$ cat src/hw/rtl/itpc_pkg.sv
// infix to postfix converter: shared types, codes and character helpers
// no dependencies; imported by the stack cell and the top level
`timescale 1ns / 1ps
`default_nettype none

package itpc_pkg;

  // default operator stack depth
  localparam int STACK_DEPTH_DEF = 16;

  // token kinds
  localparam logic [1:0] KIND_DIGIT = 2'd0;
  localparam logic [1:0] KIND_CELL  = 2'd1;
  localparam logic [1:0] KIND_OPER  = 2'd2;
  localparam logic [1:0] KIND_END   = 2'd3;

  // fault codes
  localparam logic [1:0] FAULT_NONE      = 2'd0;
  localparam logic [1:0] FAULT_OVERFLOW  = 2'd1;
  localparam logic [1:0] FAULT_UNMATCHED = 2'd2;

  // character codes
  localparam logic [7:0] CH_PLUS   = 8'h2B;
  localparam logic [7:0] CH_MINUS  = 8'h2D;
  localparam logic [7:0] CH_STAR   = 8'h2A;
  localparam logic [7:0] CH_SLASH  = 8'h2F;
  localparam logic [7:0] CH_LPAREN = 8'h28;
  localparam logic [7:0] CH_RPAREN = 8'h29;
  localparam logic [7:0] CH_LBRACK = 8'h5B;
  localparam logic [7:0] CH_RBRACK = 8'h5D;
  localparam logic [7:0] CH_LBRACE = 8'h7B;
  localparam logic [7:0] CH_RBRACE = 8'h7D;
  localparam logic [7:0] CH_ZERO   = 8'h30;
  localparam logic [7:0] CH_NINE   = 8'h39;
  localparam logic [7:0] CH_UP_A   = 8'h41;
  localparam logic [7:0] CH_UP_Z   = 8'h5A;
  localparam logic [7:0] CH_LO_A   = 8'h61;
  localparam logic [7:0] CH_LO_Z   = 8'h7A;

  // stack shift command, same for every cell
  typedef enum logic [1:0] {
    OP_HOLD,
    OP_PUSH,
    OP_POP
  } stack_op_t;

  // what a cell reports about its entry
  typedef struct packed {
    logic [7:0] entry;
    logic       opener;
    logic [1:0] prec;
  } cell_stat_t;

  // sequencer phases
  typedef enum logic [2:0] {
    S_IDLE,
    S_PRE,
    S_POPC,
    S_POPO,
    S_FLUSH,
    S_NOTICE
  } phase_t;

  function automatic logic is_letter(input logic [7:0] c);
    return ((c >= CH_UP_A) && (c <= CH_UP_Z)) || ((c >= CH_LO_A) && (c <= CH_LO_Z));
  endfunction

  function automatic logic is_digit(input logic [7:0] c);
    return (c >= CH_ZERO) && (c <= CH_NINE);
  endfunction

  function automatic logic is_opener(input logic [7:0] c);
    return (c == CH_LPAREN) || (c == CH_LBRACK) || (c == CH_LBRACE);
  endfunction

  function automatic logic is_closer(input logic [7:0] c);
    return (c == CH_RPAREN) || (c == CH_RBRACK) || (c == CH_RBRACE);
  endfunction

  function automatic logic is_operator(input logic [7:0] c);
    return (c == CH_PLUS) || (c == CH_MINUS) || (c == CH_STAR) || (c == CH_SLASH);
  endfunction

  // brackets 0, additive 1, multiplicative 2
  function automatic logic [1:0] prec_of(input logic [7:0] c);
    logic [1:0] p;
    p = 2'd0;
    if ((c == CH_PLUS) || (c == CH_MINUS)) begin
      p = 2'd1;
    end else if ((c == CH_STAR) || (c == CH_SLASH)) begin
      p = 2'd2;
    end
    return p;
  endfunction

endpackage

`default_nettype wire

$ cat src/hw/rtl/itpc_char_if.sv
// input channel: one expression character per transfer
// no dependencies
`timescale 1ns / 1ps
`default_nettype none

interface itpc_char_if;
  logic       valid;
  logic       ready;
  logic [7:0] char_code;
  logic       is_final;

  modport source (output valid, output char_code, output is_final, input ready);
  modport sink   (input valid, input char_code, input is_final, output ready);
endinterface

`default_nettype wire

$ cat src/hw/rtl/itpc_token_if.sv
// output channel: one postfix token per transfer
// no dependencies
`timescale 1ns / 1ps
`default_nettype none

interface itpc_token_if;
  logic       valid;
  logic       ready;
  logic [1:0] token_kind;
  logic [7:0] first_char;
  logic [7:0] second_char;
  logic       run_last;
  logic       expr_done;
  logic [1:0] fault_code;

  modport source (output valid, output token_kind, output first_char, output second_char,
                  output run_last, output expr_done, output fault_code, input ready);
  modport sink   (input valid, input token_kind, input first_char, input second_char,
                  input run_last, input expr_done, input fault_code, output ready);
endinterface

`default_nettype wire

$ cat src/hw/rtl/itpc_stack_cell.sv
// one entry of the shifting operator stack, with decode of its contents
// depends on itpc_pkg
`timescale 1ns / 1ps
`default_nettype none

module itpc_stack_cell (
  input  wire                    clk,
  input  itpc_pkg::stack_op_t    stack_op,
  input  wire [7:0]              up_data,
  input  wire [7:0]              down_data,
  output itpc_pkg::cell_stat_t   stat
);
  import itpc_pkg::*;

  logic [7:0] entry;

  // push takes the entry above, pop takes the entry below
  always_ff @(posedge clk) begin
    case (stack_op)
      OP_PUSH: entry <= up_data;
      OP_POP:  entry <= down_data;
      default: entry <= entry;
    endcase
  end

  // decode for the sequencer
  always_comb begin
    stat.entry  = entry;
    stat.opener = is_opener(entry);
    stat.prec   = prec_of(entry);
  end

endmodule

`default_nettype wire

$ cat src/hw/rtl/infix_to_postfix_converter_unit.sv
// infix to postfix converter top level: sequencer, stack cell chain, output register
// depends on itpc_pkg, itpc_char_if, itpc_token_if, itpc_stack_cell
`timescale 1ns / 1ps
`default_nettype none

// Converts an infix expression, one character per transfer, to postfix tokens
// using the shunting-yard method. The operator stack is a chain of
// STACK_DEPTH cells that shifts at most one place per cycle, with the top in
// cell 0. A character is accepted in S_IDLE, then decoded in S_PRE. A closer
// or an operator then pops stacked operators one at a time, and a last
// step pops the matching opener, pushes or drops the operator, or finds the
// stack empty. The final character then flushes the stack one entry at a time
// and sends the end marker, and a fault notice is one more step. Each step
// sends at most one token through a single output register, and a stalled
// output holds the sequencer. The next character is accepted once all work
// for the current one is done.
module infix_to_postfix_converter_unit #(
  parameter int STACK_DEPTH = itpc_pkg::STACK_DEPTH_DEF
) (
  input  wire          clk,
  input  wire          rst,
  itpc_char_if.sink    char_in,
  itpc_token_if.source token_out
);
  import itpc_pkg::*;

  localparam int CNT_W = $clog2(STACK_DEPTH + 1);
  localparam logic [CNT_W-1:0] CNT_FULL = CNT_W'(STACK_DEPTH);
  localparam logic [CNT_W-1:0] CNT_ONE  = CNT_W'(1);

  // control state
  phase_t          state, state_next;
  logic [CNT_W-1:0] stack_count;
  logic [CNT_W-1:0] opener_count;
  logic            letter_pending;
  logic [7:0]      held_letter;
  logic            emitted;
  logic            out_valid;

  // current item
  logic [7:0] cur_char;
  logic       cur_fin;
  logic [1:0] cur_fault;

  // output payload
  logic [1:0] out_kind;
  logic [7:0] out_first;
  logic [7:0] out_second;
  logic       out_last;
  logic       out_done;
  logic [1:0] out_fault;

  // sequencer outputs
  logic       emit_en;
  logic [1:0] emit_kind;
  logic [7:0] emit_first;
  logic [7:0] emit_second;
  logic       emit_last;
  logic       emit_done;
  stack_op_t  stack_op;
  logic       pend_set;
  logic       pend_clr;
  logic       end_clr;

  logic       go;
  logic       accept;
  logic [1:0] in_fault;
  logic [1:0] cur_prec;
  logic       stack_full;
  logic       stack_empty;
  phase_t     after_phase;

  cell_stat_t stat [STACK_DEPTH];

  // stack cell chain
  for (genvar i = 0; i < STACK_DEPTH; i++) begin : g_cell
    logic [7:0] up_data;
    logic [7:0] down_data;
    if (i == 0) begin : g_top
      assign up_data = cur_char;
    end else begin : g_mid
      assign up_data = stat[i-1].entry;
    end
    if (i == STACK_DEPTH - 1) begin : g_bot
      assign down_data = '0;
    end else begin : g_low
      assign down_data = stat[i+1].entry;
    end
    itpc_stack_cell u_cell (
      .clk       (clk),
      .stack_op  (stack_op),
      .up_data   (up_data),
      .down_data (down_data),
      .stat      (stat[i])
    );
  end

  // handshake and shared conditions
  assign go          = !out_valid || token_out.ready;
  assign char_in.ready = (state == S_IDLE);
  assign accept      = char_in.valid && (state == S_IDLE);
  assign cur_prec    = prec_of(cur_char);
  assign stack_full  = (stack_count == CNT_FULL);
  assign stack_empty = (stack_count == '0);

  // fault of an incoming character, known before any token goes out
  always_comb begin
    in_fault = FAULT_NONE;
    if (!letter_pending) begin
      if (is_opener(char_in.char_code) && stack_full) begin
        in_fault = FAULT_OVERFLOW;
      end else if (is_operator(char_in.char_code) && stack_full &&
                   (stat[0].prec < prec_of(char_in.char_code))) begin
        in_fault = FAULT_OVERFLOW;
      end else if (is_closer(char_in.char_code) && (opener_count == '0)) begin
        in_fault = FAULT_UNMATCHED;
      end
    end
  end

  // where to go once the character itself is handled
  always_comb begin
    if (cur_fin) begin
      after_phase = S_FLUSH;
    end else if ((cur_fault != FAULT_NONE) && !emitted) begin
      after_phase = S_NOTICE;
    end else begin
      after_phase = S_IDLE;
    end
  end

  // next state
  always_comb begin
    state_next = state;
    case (state)
      S_IDLE: begin
        if (accept) begin
          state_next = S_PRE;
        end
      end
      S_PRE: begin
        if (go) begin
          if (letter_pending) begin
            state_next = after_phase;
          end else if (is_closer(cur_char)) begin
            state_next = S_POPC;
          end else if (is_operator(cur_char)) begin
            state_next = S_POPO;
          end else begin
            state_next = after_phase;
          end
        end
      end
      S_POPC: begin
        if (go && (stack_empty || stat[0].opener)) begin
          state_next = after_phase;
        end
      end
      S_POPO: begin
        if (go && !(!stack_empty && (stat[0].prec >= cur_prec))) begin
          state_next = after_phase;
        end
      end
      S_FLUSH: begin
        if (go && stack_empty) begin
          state_next = S_IDLE;
        end
      end
      S_NOTICE: begin
        if (go) begin
          state_next = S_IDLE;
        end
      end
      default: state_next = S_IDLE;
    endcase
  end

  // sequencer outputs: token, stack command, letter bookkeeping
  always_comb begin
    emit_en     = 1'b0;
    emit_kind   = KIND_DIGIT;
    emit_first  = cur_char;
    emit_second = '0;
    emit_last   = 1'b0;
    emit_done   = 1'b0;
    stack_op    = OP_HOLD;
    pend_set    = 1'b0;
    pend_clr    = 1'b0;
    end_clr     = 1'b0;
    case (state)
      S_PRE: begin
        if (go) begin
          if (letter_pending) begin
            emit_en     = 1'b1;
            emit_kind   = KIND_CELL;
            emit_first  = held_letter;
            emit_second = cur_char;
            emit_last   = !cur_fin;
            pend_clr    = 1'b1;
          end else if (is_letter(cur_char)) begin
            if (cur_fin) begin
              emit_en   = 1'b1;
              emit_kind = KIND_CELL;
            end else begin
              pend_set = 1'b1;
            end
          end else if (is_digit(cur_char)) begin
            emit_en   = 1'b1;
            emit_kind = KIND_DIGIT;
            emit_last = !cur_fin;
          end else if (is_opener(cur_char) && !stack_full) begin
            stack_op = OP_PUSH;
          end
        end
      end
      S_POPC: begin
        if (go && !stack_empty) begin
          stack_op = OP_POP;
          if (!stat[0].opener) begin
            emit_en    = 1'b1;
            emit_kind  = KIND_OPER;
            emit_first = stat[0].entry;
            emit_last  = !cur_fin && ((stack_count == CNT_ONE) || stat[1].opener);
          end
        end
      end
      S_POPO: begin
        if (go) begin
          if (!stack_empty && (stat[0].prec >= cur_prec)) begin
            stack_op   = OP_POP;
            emit_en    = 1'b1;
            emit_kind  = KIND_OPER;
            emit_first = stat[0].entry;
            emit_last  = !cur_fin && ((stack_count == CNT_ONE) || (stat[1].prec < cur_prec));
          end else if (!stack_full) begin
            stack_op = OP_PUSH;
          end
        end
      end
      S_FLUSH: begin
        if (go) begin
          if (!stack_empty) begin
            stack_op = OP_POP;
            if (!stat[0].opener) begin
              emit_en    = 1'b1;
              emit_kind  = KIND_OPER;
              emit_first = stat[0].entry;
            end
          end else begin
            emit_en    = 1'b1;
            emit_kind  = KIND_END;
            emit_first = '0;
            emit_last  = 1'b1;
            emit_done  = 1'b1;
            end_clr    = 1'b1;
          end
        end
      end
      S_NOTICE: begin
        if (go) begin
          emit_en   = 1'b1;
          emit_kind = KIND_END;
          emit_last = 1'b1;
        end
      end
      default: begin
        emit_en = 1'b0;
      end
    endcase
  end

  // control registers
  always_ff @(posedge clk) begin
    if (rst) begin
      state          <= S_IDLE;
      stack_count    <= '0;
      opener_count   <= '0;
      letter_pending <= 1'b0;
      held_letter    <= '0;
      emitted        <= 1'b0;
      out_valid      <= 1'b0;
    end else begin
      state <= state_next;
      // stack depth and opener tally follow the shift command
      case (stack_op)
        OP_PUSH: begin
          stack_count <= stack_count + CNT_ONE;
          if (is_opener(cur_char)) begin
            opener_count <= opener_count + CNT_ONE;
          end
        end
        OP_POP: begin
          stack_count <= stack_count - CNT_ONE;
          if (stat[0].opener) begin
            opener_count <= opener_count - CNT_ONE;
          end
        end
        default: begin
          stack_count <= stack_count;
        end
      endcase
      // letter waiting for its second character
      if (pend_set) begin
        letter_pending <= 1'b1;
        held_letter    <= cur_char;
      end else if (pend_clr || end_clr) begin
        letter_pending <= 1'b0;
        if (end_clr) begin
          held_letter <= '0;
        end
      end
      // whether this item has sent a token yet
      if (accept) begin
        emitted <= 1'b0;
      end else if (emit_en) begin
        emitted <= 1'b1;
      end
      // output register valid
      if (emit_en) begin
        out_valid <= 1'b1;
      end else if (token_out.ready) begin
        out_valid <= 1'b0;
      end
    end
  end

  // current item capture
  always_ff @(posedge clk) begin
    if (accept) begin
      cur_char  <= char_in.char_code;
      cur_fin   <= char_in.is_final;
      cur_fault <= in_fault;
    end
  end

  // output payload
  always_ff @(posedge clk) begin
    if (emit_en) begin
      out_kind   <= emit_kind;
      out_first  <= emit_first;
      out_second <= emit_second;
      out_last   <= emit_last;
      out_done   <= emit_done;
      out_fault  <= cur_fault;
    end
  end

  assign token_out.valid       = out_valid;
  assign token_out.token_kind  = out_kind;
  assign token_out.first_char  = out_first;
  assign token_out.second_char = out_second;
  assign token_out.run_last    = out_last;
  assign token_out.expr_done   = out_done;
  assign token_out.fault_code  = out_fault;

  // openers on the stack never outnumber entries
  a_opener_tally: assert property (@(posedge clk) disable iff (rst)
    opener_count <= stack_count)
    else $error("opener tally exceeds stack depth");

  // an end marker goes out with the stack empty and no letter waiting
  a_end_clean: assert property (@(posedge clk) disable iff (rst)
    token_out.valid && token_out.ready && token_out.expr_done |->
      (stack_count == '0) && !letter_pending)
    else $error("state left over after end marker");

  // a kind 3 token without the done flag is a fault notice
  a_notice_fault: assert property (@(posedge clk) disable iff (rst)
    token_out.valid && (token_out.token_kind == KIND_END) && !token_out.expr_done |->
      (token_out.fault_code != FAULT_NONE))
    else $error("fault notice without fault code");

  // an accepted character is decoded next
  a_accept_decode: assert property (@(posedge clk) disable iff (rst)
    char_in.valid && char_in.ready |=> (state == S_PRE))
    else $error("accepted character not decoded");

endmodule

`default_nettype wire
$ cat src/flat_wrapper.sv
// flat-port wrapper written by rule: the top's interface ports become plain ports
module infix_to_postfix_converter_unit_flat import itpc_pkg::*;
#(
  parameter int STACK_DEPTH = itpc_pkg::STACK_DEPTH_DEF
)
  (clk, rst, char_in_valid, char_in_char_code, char_in_is_final, char_in_ready, token_out_valid, token_out_token_kind, token_out_first_char, token_out_second_char, token_out_run_last, token_out_expr_done, token_out_fault_code, token_out_ready);
  itpc_char_if char_in_i ();
  itpc_token_if token_out_i ();
  input  wire clk;
  input  wire rst;
  input wire logic [$bits(char_in_i.valid)-1:0] char_in_valid;
  input wire logic [$bits(char_in_i.char_code)-1:0] char_in_char_code;
  input wire logic [$bits(char_in_i.is_final)-1:0] char_in_is_final;
  output wire logic [$bits(char_in_i.ready)-1:0] char_in_ready;
  output wire logic [$bits(token_out_i.valid)-1:0] token_out_valid;
  output wire logic [$bits(token_out_i.token_kind)-1:0] token_out_token_kind;
  output wire logic [$bits(token_out_i.first_char)-1:0] token_out_first_char;
  output wire logic [$bits(token_out_i.second_char)-1:0] token_out_second_char;
  output wire logic [$bits(token_out_i.run_last)-1:0] token_out_run_last;
  output wire logic [$bits(token_out_i.expr_done)-1:0] token_out_expr_done;
  output wire logic [$bits(token_out_i.fault_code)-1:0] token_out_fault_code;
  input wire logic [$bits(token_out_i.ready)-1:0] token_out_ready;
  assign char_in_i.valid = char_in_valid;
  assign char_in_i.char_code = char_in_char_code;
  assign char_in_i.is_final = char_in_is_final;
  assign char_in_ready = char_in_i.ready;
  assign token_out_valid = token_out_i.valid;
  assign token_out_token_kind = token_out_i.token_kind;
  assign token_out_first_char = token_out_i.first_char;
  assign token_out_second_char = token_out_i.second_char;
  assign token_out_run_last = token_out_i.run_last;
  assign token_out_expr_done = token_out_i.expr_done;
  assign token_out_fault_code = token_out_i.fault_code;
  assign token_out_i.ready = token_out_ready;
  infix_to_postfix_converter_unit #(.STACK_DEPTH(STACK_DEPTH)) u_core (.clk(clk), .rst(rst), .char_in(char_in_i), .token_out(token_out_i));
endmodule
$ cat config.mk
export PLATFORM = sky130hd
export DESIGN_NAME = infix_to_postfix_converter_unit_flat
export DESIGN_NICKNAME = d
export VERILOG_FILES = /design/src/hw/rtl/itpc_pkg.sv /design/src/hw/rtl/itpc_char_if.sv /design/src/hw/rtl/itpc_token_if.sv /design/src/hw/rtl/itpc_stack_cell.sv /design/src/hw/rtl/infix_to_postfix_converter_unit.sv /design/src/flat_wrapper.sv
export SDC_FILE = /design/constraint.sdc
export NUM_CORES = 1
export LEC_CHECK = 0
export BUFFER_PORTS_ARGS = -buffer_cell sky130_fd_sc_hd__buf_2
export CORE_MARGIN = 5
export CORE_UTILIZATION = 41
export CTS_BUF_LIST = sky130_fd_sc_hd__clkbuf_8
export CTS_CLUSTER_DIAMETER = 60
export DETAILED_ROUTE_END_ITERATION = 8
export HOLD_SLACK_MARGIN = 0.12
export PLACE_DENSITY = 0.63
export SLEW_MARGIN = 40
export SYNTH_ARGS = -nofsm -noshare
export SYNTH_HDL_FRONTEND = slang
export SYNTH_SLANG_ARGS = --single-unit
$ cat constraint.sdc
create_clock -name clk -period 7.8 [get_ports clk]
set_input_delay 0.78 -clock clk [delete_from_list [all_inputs] [get_ports clk]]
set_output_delay 0.78 -clock clk [all_outputs]
set_load 0.02 [all_outputs]
==> results of run 1 <==
==> final timing paths <==
kind / startpoint / endpoint
worst min register to register: u_core.cur_fault[0] / u_core.token_out.fault_code[0]
worst max-delay path: u_core.cur_char[5] / u_core.g_cell[0].u_cell.entry[3]
worst max register to register: u_core.cur_char[5] / u_core.g_cell[0].u_cell.entry[3]
worst min-delay path: u_core.cur_fault[0] / u_core.token_out.fault_code[0]
==> worst reg2reg max path, cell delays in order, from the launching register on <==
cell      delay (ps)
edfxtp_1         680
nor3b_2          350
and2_1           220
and3_1           190
ha_1             230
nand2b_1         220
maj3_2           370
and2_1           230
o22ai_1          160
and4_1           240
ha_1             370
inv_4            610
buf_4            790
==> layout make-up <==
| type | instances | area, um^2 | area share |
|---|---|---|---|
| repair buffers | 42 | 229.0 | 0.02283 |
| inverters | 19 | 73.82 | 0.007359 |
| flip-flops and latches | 185 | 5315 | 0.5299 |
| multi-input cells | 475 | 3626 | 0.3615 |
| clock buffers | 17 | 234.0 | 0.02333 |
| clock inverters | 15 | 202.7 | 0.02021 |
| well taps | 280 | 350.3 | 0.03493 |
==> registers in the layout, summed over array words and instances (netlist names) <==
name	cells
u_core.stack_count	5
u_core.token_out.run_last	1
u_core.cur_char	8
u_core.token_out.second_char	8
u_core.letter_pending	1
u_core.token_out.expr_done	1
u_core.token_out.token_kind	2
u_core.opener_count	5
u_core.cur_fault	2
u_core.emitted	1
u_core.token_out.fault_code	2
u_core.state	3
u_core.token_out.first_char	8
u_core.cur_fin	1
u_core.held_letter	8
u_core.token_out.valid	1
u_core.g_cell.u_cell.entry	128
==> cell usage in the layout (no fill, tap or decap), types with 4 or more instances in the layout <==
cell type,synthesis,routed
o21ai_0,35,35
nand2_1,40,40
o21a_1,4,4
buf_4,0,5
o22ai_1,5,5
xnor2_1,7,7
edfxtp_1,161,161
dfxtp_1,24,24
inv_6,0,4
nand3_1,24,24
o211ai_1,8,8
and3_1,10,10
buf_2,2,36
inv_1,17,16
or3_1,4,4
nor2b_1,13,13
clkinv_8,0,5
nor2_1,43,42
nor3_1,12,12
nand2b_1,6,6
mux2i_1,8,8
and2_1,9,9
a21oi_1,35,35
mux2_2,118,118
clkbuf_8,1,17
a21o_1,4,4
ha_1,14,13
nand4_1,7,7
xor2_1,8,8
==> cells by family after synthesis <==
family / count (synthesis) / share of synthesized area
AOI/OAI and AO/OA: 123 / 0.08665
xor gates and xnor gates: 15 / 0.01431
and+or+nand+nor: 195 / 0.1144
muxes: 126 / 0.1534
buffers and inverters: 64 / 0.02997
DFF: 185 / 0.5787
adders and majority gates: 16 / 0.02248
==> layer usage <==
| layer | GRT usage | up-vias | routed length, um | share of wire |
|---|---|---|---|---|
| li1 | - | 2769 | - | - |
| met1 | 0.2104 | 2925 | 8805 | 0.45 |
| met2 | 0.2461 | 172 | 9232 | 0.47 |
| met3 | 0.03170 | 31 | 1101 | 0.056 |
| met4 | 0.05957 | 0 | 464 | 0.024 |
| met5 | 0 | - | 0 | 0 |
==> power by group <==
part,internal (uW),switching (uW),leakage [uW],total (uW)
Clock,279,402,0.000217,681
Combinational,27.1,49.3,0.00147,76.4
Sequential,1070,18.1,0.00166,1090
Total,1380,470,0.00335,1850
==> per-stage QoR <==
step | cells | util | area, um^2
2_1_floorplan | 724 | - | 9184
3_3_place_gp | 1001 | 0.4364 | 9582
3_5_place_dp | 1001 | 0.4365 | 9585
4_1_cts | 1033 | 0.4564 | 10020
5_1_grt | 1033 | 0.4568 | 10030
6_report | 1033 | 0.4568 | 10030
==> impl_metrics.yaml, run 1 <==
placed_design:
  pre_cts_ws_ps: 2764
  hpwl_um: 13340
  place.gp.congestion: 0.9505
  io_buffers: 36
timing:
  finalCritPeriodShare: 0.6458
  max_slew_margin: 0.4724
  min_period_ps: 5037
  rsz0062_at_grt: "false"
  fmax_mhz: 198.5
  worst_slew_pin_slew_ps: 791.4
  slew_violations: 0
  setup-tns-final_ps: 0
  setup_viol: 0
  fin_skew_ps: 21.92
  holdWs_ps: 458.6
  finalHoldViolCount: 0
  finalWorstSetupSlack_ps: 2763
grt:
  grt_max_degree: 88
  antenna_found_initial: 0
  track_usage: 0.1549
  grt_pass1_wl_um: 31940
  grt_pass1_vias: 5882
  grt_overflow: 0
synth:
  synth.most_common_cell: "edfxtp_1"
  synth.avg_cell_area_um2: 12.68
  synth.area.top_cells: "edfxtp_1 (53%), mux2_2 (14%), dfxtp_1 (5.2%), a21oi_1 (1.9%), ha_1 (1.9%)"
  async_reset_ff_frac: 0
  synth_cells: 724
  yosysWarnings: 0
  syn_nets: 752
  synth.distinct_cells: 70
  synth_seq_cells: 185
  netlist_top_cells_count: "edfxtp_1 (161), mux2_2 (118), nor2_1 (43)"
  synth_ff_type: "edfxtp_1"
  syn_area_um2: 9184
  ys_seq_area_frac: 0.5787
  synth_top_cell_area_share: 0.5264
  synth_top_area_cell: "edfxtp_1"
  synth-edff-count: 161
setup_path:
  slowest_stage: "buf_4"
  crit_type: "reg -> reg"
  critical_path_depth: 12
  r2r_slack_ps: 2760
  reg2reg_depth: 12
  critPathBufInv: 2
  cp_top_family: "simple AND/OR/NAND/NOR gates"
  crit_fanout: 65
  crit_required_ps: 7910
  end_kind: "flop"
  startpoint_type: "flop"
  crit_chain: "nor3b_2 > and2_1 > and3_1 > ha_1 > nand2b_1 > maj3_2 > and2_1 > o22ai_1 > and4_1 > ha_1 > inv_4 > buf_4"
  max_stage_delay_ps: 760
  cp.arrival_ps: 5150
power:
  cellPowerDensity_nw_per_um2: 184.4
  ir_drop_uv: 91.62
  leakage_uw: 0.003347
  finalPower_uw: 1850
drt:
  antenna_left: 0
  drt_first_iter_violations: 427
  routedWlPerCell_um: 18.98
  drc_errors: 0
  vias: 5897
  drt_first_pass_iters: 7
  vias_per_cell: 5.709
  wirelength_um: 19600
floorplan:
  ios: 37
  initial_core_util: 0.4182
  die_area_um2: 25490
  die_h_um: 159.7
  die_w_um: 159.7
  core-area_um2: 21960
  rows: 54
clocking:
  cts_max_path_buffers: 2
  h-tree-depth: 4
  cts_made_buffers: 17
  ctsHoldBuffers: 0
  cts.repair.resized: 0
  post_cts_buffers: 0
  cts_sinks: 185
  insertion_delay_ps: 480
  cts_root_buffer: "clkbuf_8"
  clkTransAtPathRegs_ps: 110
  cts_tree: "done"
hold_path:
  hold_path_depth: 0
  hold_class: "reg -> reg"
cells_and_area:
  n_fill_cell: 1948
  area_growth_pct: 9.224
  n_antenna_cell: 0
  nets: 768
  drive_above_1_share: 0.2815
run_status:
  outcome: "finished, final reports clean"
flow_run:
  max_cap_viol_count: 0
(Power assumes the default switching activity.)
==> run 2: changes to the inputs <==
ABC_AREA = 1   (was not set)
clock period = 4.7 ns   (was 7.8 ns; I/O delays follow)
==> run 2 against run 1 <==
Effect of this change:
- synthesized cell count rose by 41%
- critical path depth rose by 11
- register-to-register slack got worse by 2100 ps
- fmax rose by 26%
- sequential share of layout area fell by 1.1 points
- global-route usage rose by 0.26 points
- first-iteration DRC count rose by 68%
- cell count rose by 29%
- count of clock-buffer cells in the layout did not move
- critical path type unchanged
- critical endpoint is now u_core.opener_count[4]
- largest cell class unchanged
==> impl_metrics.yaml, run 2 <==
synth:
  synth_ff_type: "edfxtp_1"
  synth_top_cell_area_share: 0.5151
  syn_nets: 1046
  synth.distinct_cells: 48
  synth.area.top_cells: "edfxtp_1 (52%), nand2_1 (9.5%), o21ai_0 (8.0%), dfxtp_1 (5.1%), inv_1 (4.9%)"
  synth.most_common_cell: "nand2_1"
  synth_seq_cells: 185
  synth.avg_cell_area_um2: 9.219
  syn_area_um2: 9385
  synth_top_area_cell: "edfxtp_1"
  synth_cells: 1018
  synth-edff-count: 161
  ys_seq_area_frac: 0.5663
  yosysWarnings: 0
  netlist_top_cells_count: "nand2_1 (237), edfxtp_1 (161), o21ai_0 (150)"
  async_reset_ff_frac: 0
floorplan:
  die_w_um: 161.3
  rows: 55
  ios: 37
  die_h_um: 161.3
  core-area_um2: 22570
  die_area_um2: 26020
  initial_core_util: 0.4158
setup_path:
  crit_top_cell: "nand2_4"
  slowest_stage: "edfxtp_1"
  end_kind: "flop"
  crit_fanout: 36
  r2r-end: "u_core.opener_count[4]"
  crit_required_ps: 5050
  crit_type: "reg -> reg"
  startpoint_type: "flop"
  reg2reg_depth: 23
  r2r_start: "u_core.g_cell[0].u_cell.entry[7]"
  cp.arrival_ps: 4340
  max_stage_delay_ps: 490
  crit_path_start: "u_core.g_cell[0].u_cell.entry[7]"
  crit_chain: "inv_1 > nand2_1 > nor2_2 > a21boi_0 > inv_1 > ha_1 > nor2_1 > inv_1 > nand2_4 > nand2_4 > nand2_4 > nand2_4 > o32ai_1 > nand2_1 > ha_4 > ha_1 > nand2_1 > nor2_1 > a211oi_1 > xor2_1 > nor2_2 > o21ai_1 > a21oi_1"
  r2r_slack_ps: 710
clocking:
  cts_sinks: 185
  post_cts_buffers: 0
  cts.repair.resized: 0
  cts_tree: "done"
  cts_made_buffers: 17
  h-tree-depth: 4
  insertion_delay_ps: 480
  cts_max_path_buffers: 2
  clkTransAtPathRegs_ps: 110
  cts_root_buffer: "clkbuf_8"
  ctsHoldBuffers: 0
placed_design:
  hpwl_um: 13640
  io_buffers: 36
  place.gp.congestion: 0.9061
cells_and_area:
  top_register: "u_core.g_cell.u_cell.entry"
  drive_above_1_share: 0.1340
  area_growth_pct: 9.212
  largest_reg_flops: 128
  n_antenna_cell: 0
  n_fill_cell: 2162
  mostFrequentLayoutCells: "nand2_1 (236), edfxtp_1 (161), o21ai_0 (150)"
  layout_commonest_cell: "nand2_1"
  nets: 1067
timing:
  max_slew_margin: 0.5711
  min_period_ps: 3988
  setup_viol: 0
  finalCritPeriodShare: 0.8485
  fmax_mhz: 250.8
  worst_slew_pin_slew_ps: 642.7
  setup-tns-final_ps: 0
  rsz0062_at_grt: "false"
  holdWs_ps: 169.3
  fin_skew_ps: 21.43
  slew_violations: 0
  finalHoldViolCount: 0
grt:
  grt_pass1_wl_um: 33400
  track_usage: 0.1576
  grt_pass1_vias: 6486
  antenna_found_initial: 0
  grt_max_degree: 123
  grt_overflow: 0
run_status:
  outcome: "finished, final reports clean"
drt:
  drc_errors: 0
  vias_per_cell: 5.164
  wirelength_um: 20060
  antenna_left: 0
  drt_first_pass_iters: 5
  drt_first_iter_violations: 717
  vias: 6904
  routedWlPerCell_um: 15.00
power:
  ir_drop_uv: 200.2
  cellPowerDensity_nw_per_um2: 319.7
  leakage_uw: 0.004016
flow_run:
  max_cap_viol_count: 0
hold_path:
  hp-start: "char_in_is_final"
  hold_path_end: "u_core.cur_fin"
  hold_class: "in -> reg"
  hold_path_depth: 1
==> run 2: cell types whose count changed after synthesis, sizes merged, moves of 10 or more <==
cell and change:
inv +118, and3 -10, nor2 +25, nand3 +28, nand4 +13, nor2b -13
o21ai +124, nand2 +216, a21oi +16, mux2 -118
==> run 2: where the power goes <==
part | internal, uW | switching (uW)
Clock | 450 | 649
Sequential | 1830 | 30.4
Combinational | 90.3 | 230
Total | 2370 | 909
==> run 2: cell families after synthesis <==
| family | count (synthesis) | synth area share |
|---|---|---|
| AO/OA/AOI/OAI | 227 | 0.1273 |
| AND/OR/NAND/NOR | 408 | 0.2034 |
| flip-flops | 185 | 0.5663 |
| XOR/XNOR | 5 | 0.004667 |
| adder cells (fa/ha/maj) | 15 | 0.02080 |
| buffers and inverters | 178 | 0.07745 |
==> run 2: how the worst max path moves through the flow <==
stage / end / slack, ps / cells after the start
after global placement: u_core.opener_count[4] / 990 / 23
after CTS: u_core.stack_count[4] / 710 / 23
after detailed placement: u_core.stack_count[4] / 780 / 23
after floorplan: u_core.opener_count[1] / 40 / 21
final: u_core.opener_count[4] / 710 / 23
after global routing: u_core.stack_count[4] / 190 / 24
==> run 2: cell type report <==
| cell class | instances | area, um^2 | area share |
|---|---|---|---|
| Inverter | 138 | 529.3 | 0.05164 |
| Timing Repair Buffer | 42 | 275.3 | 0.02686 |
| Sequential cell | 185 | 5315 | 0.5186 |
| Tap cell | 285 | 356.6 | 0.03479 |
| Clock buffer | 17 | 234.0 | 0.02283 |
| Clock inverter | 15 | 178.9 | 0.01746 |
| Multi-Input combinational cell | 655 | 3361 | 0.3279 |
==> run 2: critical path: cells and delay by family (launching register included) <==
kind                       cells  cell delay [ps]
AOI/OAI and AO/OA              5              920
buffers and inverters          3              290
DFF                            1              490
xor gates and xnor gates       1              200
and+or+nand+nor               11              980
adders and majority gates      3              970
==> run 2: metrics by stage <==
step | power [uW] | util | setup slack [ps] | std cells | instance area [um^2]
after global routing | 3416 | 0.4541 | 191.7 | 1337 | 10250
after CTS | 3298 | 0.4541 | 709.0 | 1337 | 10250
after global placement | 2211 | 0.4356 | 991.2 | 1305 | 9832
after floorplan | 2118 | - | 35.32 | 1018 | 9389
final | 3277 | 0.4541 | 712.2 | 1337 | 10250
after detailed placement | 2211 | 0.4358 | 779.7 | 1305 | 9837
==> run 2: metal layers <==
layer / wire length [um] / part of all wire / global-route usage
met1: 9542 / 0.48 / 0.2303
met2: 9199 / 0.46 / 0.2417
met3: 1096 / 0.055 / 0.03113
met4: 223 / 0.011 / 0.04071
met5: 0 / 0 / 0
==> run 3: changes to the inputs <==
PLACE_DENSITY = 0.65   (was 0.63)
clock period = 3.5 ns   (was 4.7 ns; I/O delays follow)
==> run 3 against run 2 <==
Effect of this change:
- via count rose by 3.2%
- die area is the same
- clock power rose by 32%
- critical endpoint unchanged
==> impl_metrics.yaml, run 3 (synthesized netlist as in run 2, its figures left out) <==
run_status:
  outcome: "finished, final reports clean"
setup_path:
  reg2reg_depth: 24
  crit_type: "reg -> reg"
  crit_required_ps: 3870
  crit_fanout: 8
  crit_top_cell: "nor2_2"
  crit_path_start: "u_core.g_cell[0].u_cell.entry[2]"
  end_kind: "flop"
  crit_chain: "inv_1 > nand2_1 > nor2_2 > inv_1 > a21boi_4 > inv_1 > ha_1 > nor2_2 > nand3_1 > nand2_1 > inv_2 > nand2_4 > nand2_4 > o32ai_2 > nand2_2 > ha_4 > inv_2 > fa_2 > nor2_2 > a211oi_2 > xor2_1 > nor2_2 > o21ai_1 > a21oi_1"
  r2r_slack_ps: 220
  startpoint_type: "flop"
  r2r_start: "u_core.g_cell[0].u_cell.entry[2]"
  cp.arrival_ps: 3660
  r2r-end: "u_core.opener_count[4]"
  max_stage_delay_ps: 400
  slowest_stage: "edfxtp_1"
  crit_end: "u_core.opener_count[4]"
power:
  combPwrFrac: 0.106
  cellPowerDensity_nw_per_um2: 411.1
  pwr-share-clk: 0.329
  leakage_uw: 0.004218
  switching_share: 0.2740
  power_frac_seq: 0.565
  switchingPower_uw: 1205
  finalPower_uw: 4396
  ir_drop_uv: 202.8
  internal_power_uw: 3191
drt:
  antenna_left: 0
  vias_per_cell: 5.158
  drt_first_iter_violations: 559
  vias: 7123
  drc_errors: 0
  drt_first_pass_iters: 5
  wirelength_um: 20480
  routedWlPerCell_um: 14.83
grt:
  grt_pass1_wl_um: 33590
  antenna_found_initial: 0
  grt_overflow: 0
  grt_pass1_vias: 6702
  grt_max_degree: 152
  track_usage: 0.1572
cells_and_area:
  layout_commonest_cell: "nand2_1"
  mostFrequentLayoutCells: "nand2_1 (236), edfxtp_1 (161), o21ai_0 (148)"
  fin_cells: 1381
  drive_above_1_share: 0.1734
  top_register: "u_core.g_cell.u_cell.entry"
  area_growth_pct: 13.93
  n_antenna_cell: 0
  postLayoutCellArea_um2: 10690
  nets: 1111
  largest_reg_flops: 128
clocking:
  cts_sinks: 185
  h-tree-depth: 4
  insertion_delay_ps: 480
  cts_tree: "done"
  cts_root_buffer: "clkbuf_8"
  cts_made_buffers: 17
  cts_max_path_buffers: 2
  clkTransAtPathRegs_ps: 100
floorplan:
  core-area_um2: 22570
  ios: 37
  rows: 55
  die_area_um2: 26020
  die_w_um: 161.3
  initial_core_util: 0.4158
  die_h_um: 161.3
timing:
  max_slew_margin: 0.5679
  finalHoldViolCount: 0
  setup_viol: 0
  worst_slew_pin_slew_ps: 645.7
  holdWs_ps: 269.1
  finalCritPeriodShare: 0.9384
  rsz0062_at_grt: "true"
  fin_skew_ps: 13.64
  finalWorstSetupSlack_ps: 215.5
  min_period_ps: 3285
  fmax_mhz: 304.5
  slew_violations: 0
placed_design:
  placedCellCount: 1327
  pre_cts_ws_ps: 53.63
  dpl_cell_area_um2: 10020
  io_buffers: 36
  hpwl_um: 13420
  place.gp.congestion: 0.9221
flow_run:
  max_cap_viol_count: 0
hold_path:
  hold_class: "in -> reg"
[run 3: power groups by stage]
stage / registers (uW) / clock network (uW) / logic [uW]
after CTS: 2480 / 1470 / 461
after global placement: 2530 / 0 / 450
after floorplan: 2570 / 0 / 279
final: 2480 / 1450 / 465
after detailed placement: 2530 / 0 / 452
after global routing: 2490 / 1570 / 520
[run 3: worst min path at each step]
stage                                       from                        endpoint  slack, ps  cells past startpoint
after floorplan              u_core.cur_fault[0]  u_core.token_out.fault_code[0]        420                      0
after global placement       u_core.cur_fault[0]  u_core.token_out.fault_code[0]        450                      0
after detailed placement  u_core.opener_count[4]          u_core.opener_count[4]        450                      1
after CTS                                    rst                 u_core.state[2]        230                      2
after global routing                         rst           u_core.held_letter[0]        260                      2
final                                        rst                 u_core.state[2]        270                      2
[run 3: critical path: cells and delay by family, from the launching register on]
family / cells / cell delay [ps]
compound gates: 5 / 600
buf+inv: 5 / 410
flops: 1 / 400
fa+ha+maj: 3 / 740
simple gates: 10 / 840
xor+xnor: 1 / 200
[run 3: layout make-up]
type | count | area, um^2
Multi-Input combinational cell | 655 | 3438
Inverter | 138 | 529.3
Tap cell | 285 | 356.6
Timing Repair Buffer | 86 | 664.4
Fill cell | 2110 | 11880
Clock inverter | 15 | 155.1
Sequential cell | 185 | 5315
Clock buffer | 17 | 234.0
[run 3: stage by stage]
step | util | TNS (ps)
floorplan | - | -118410
global placement | 0.4440 | 0
detailed placement | 0.4441 | 0
CTS | 0.4653 | 0
global route | 0.4737 | -188.4
finish | 0.4737 | 0
[run 3: layer usage]
metal / wire length [um] / up-vias / track usage / share of wire
met5: 0 / - / 0 / 0
met4: 301 / 0 / 0.04847 / 0.015
met3: 926 / 28 / 0.03317 / 0.045
met2: 9468 / 148 / 0.2441 / 0.46
met1: 9779 / 3385 / 0.2225 / 0.48
li1: - / 3562 / - / -
[run 3: repair_timing]
action / 4_1_cts / 5_1_grt
endpoints found under the setup margin: 0 / 150
hold buffers: 9 / 0
resized for setup: 0 / 16
hold endpoints to repair: 9 / 0
buffers inserted: 0 / 12
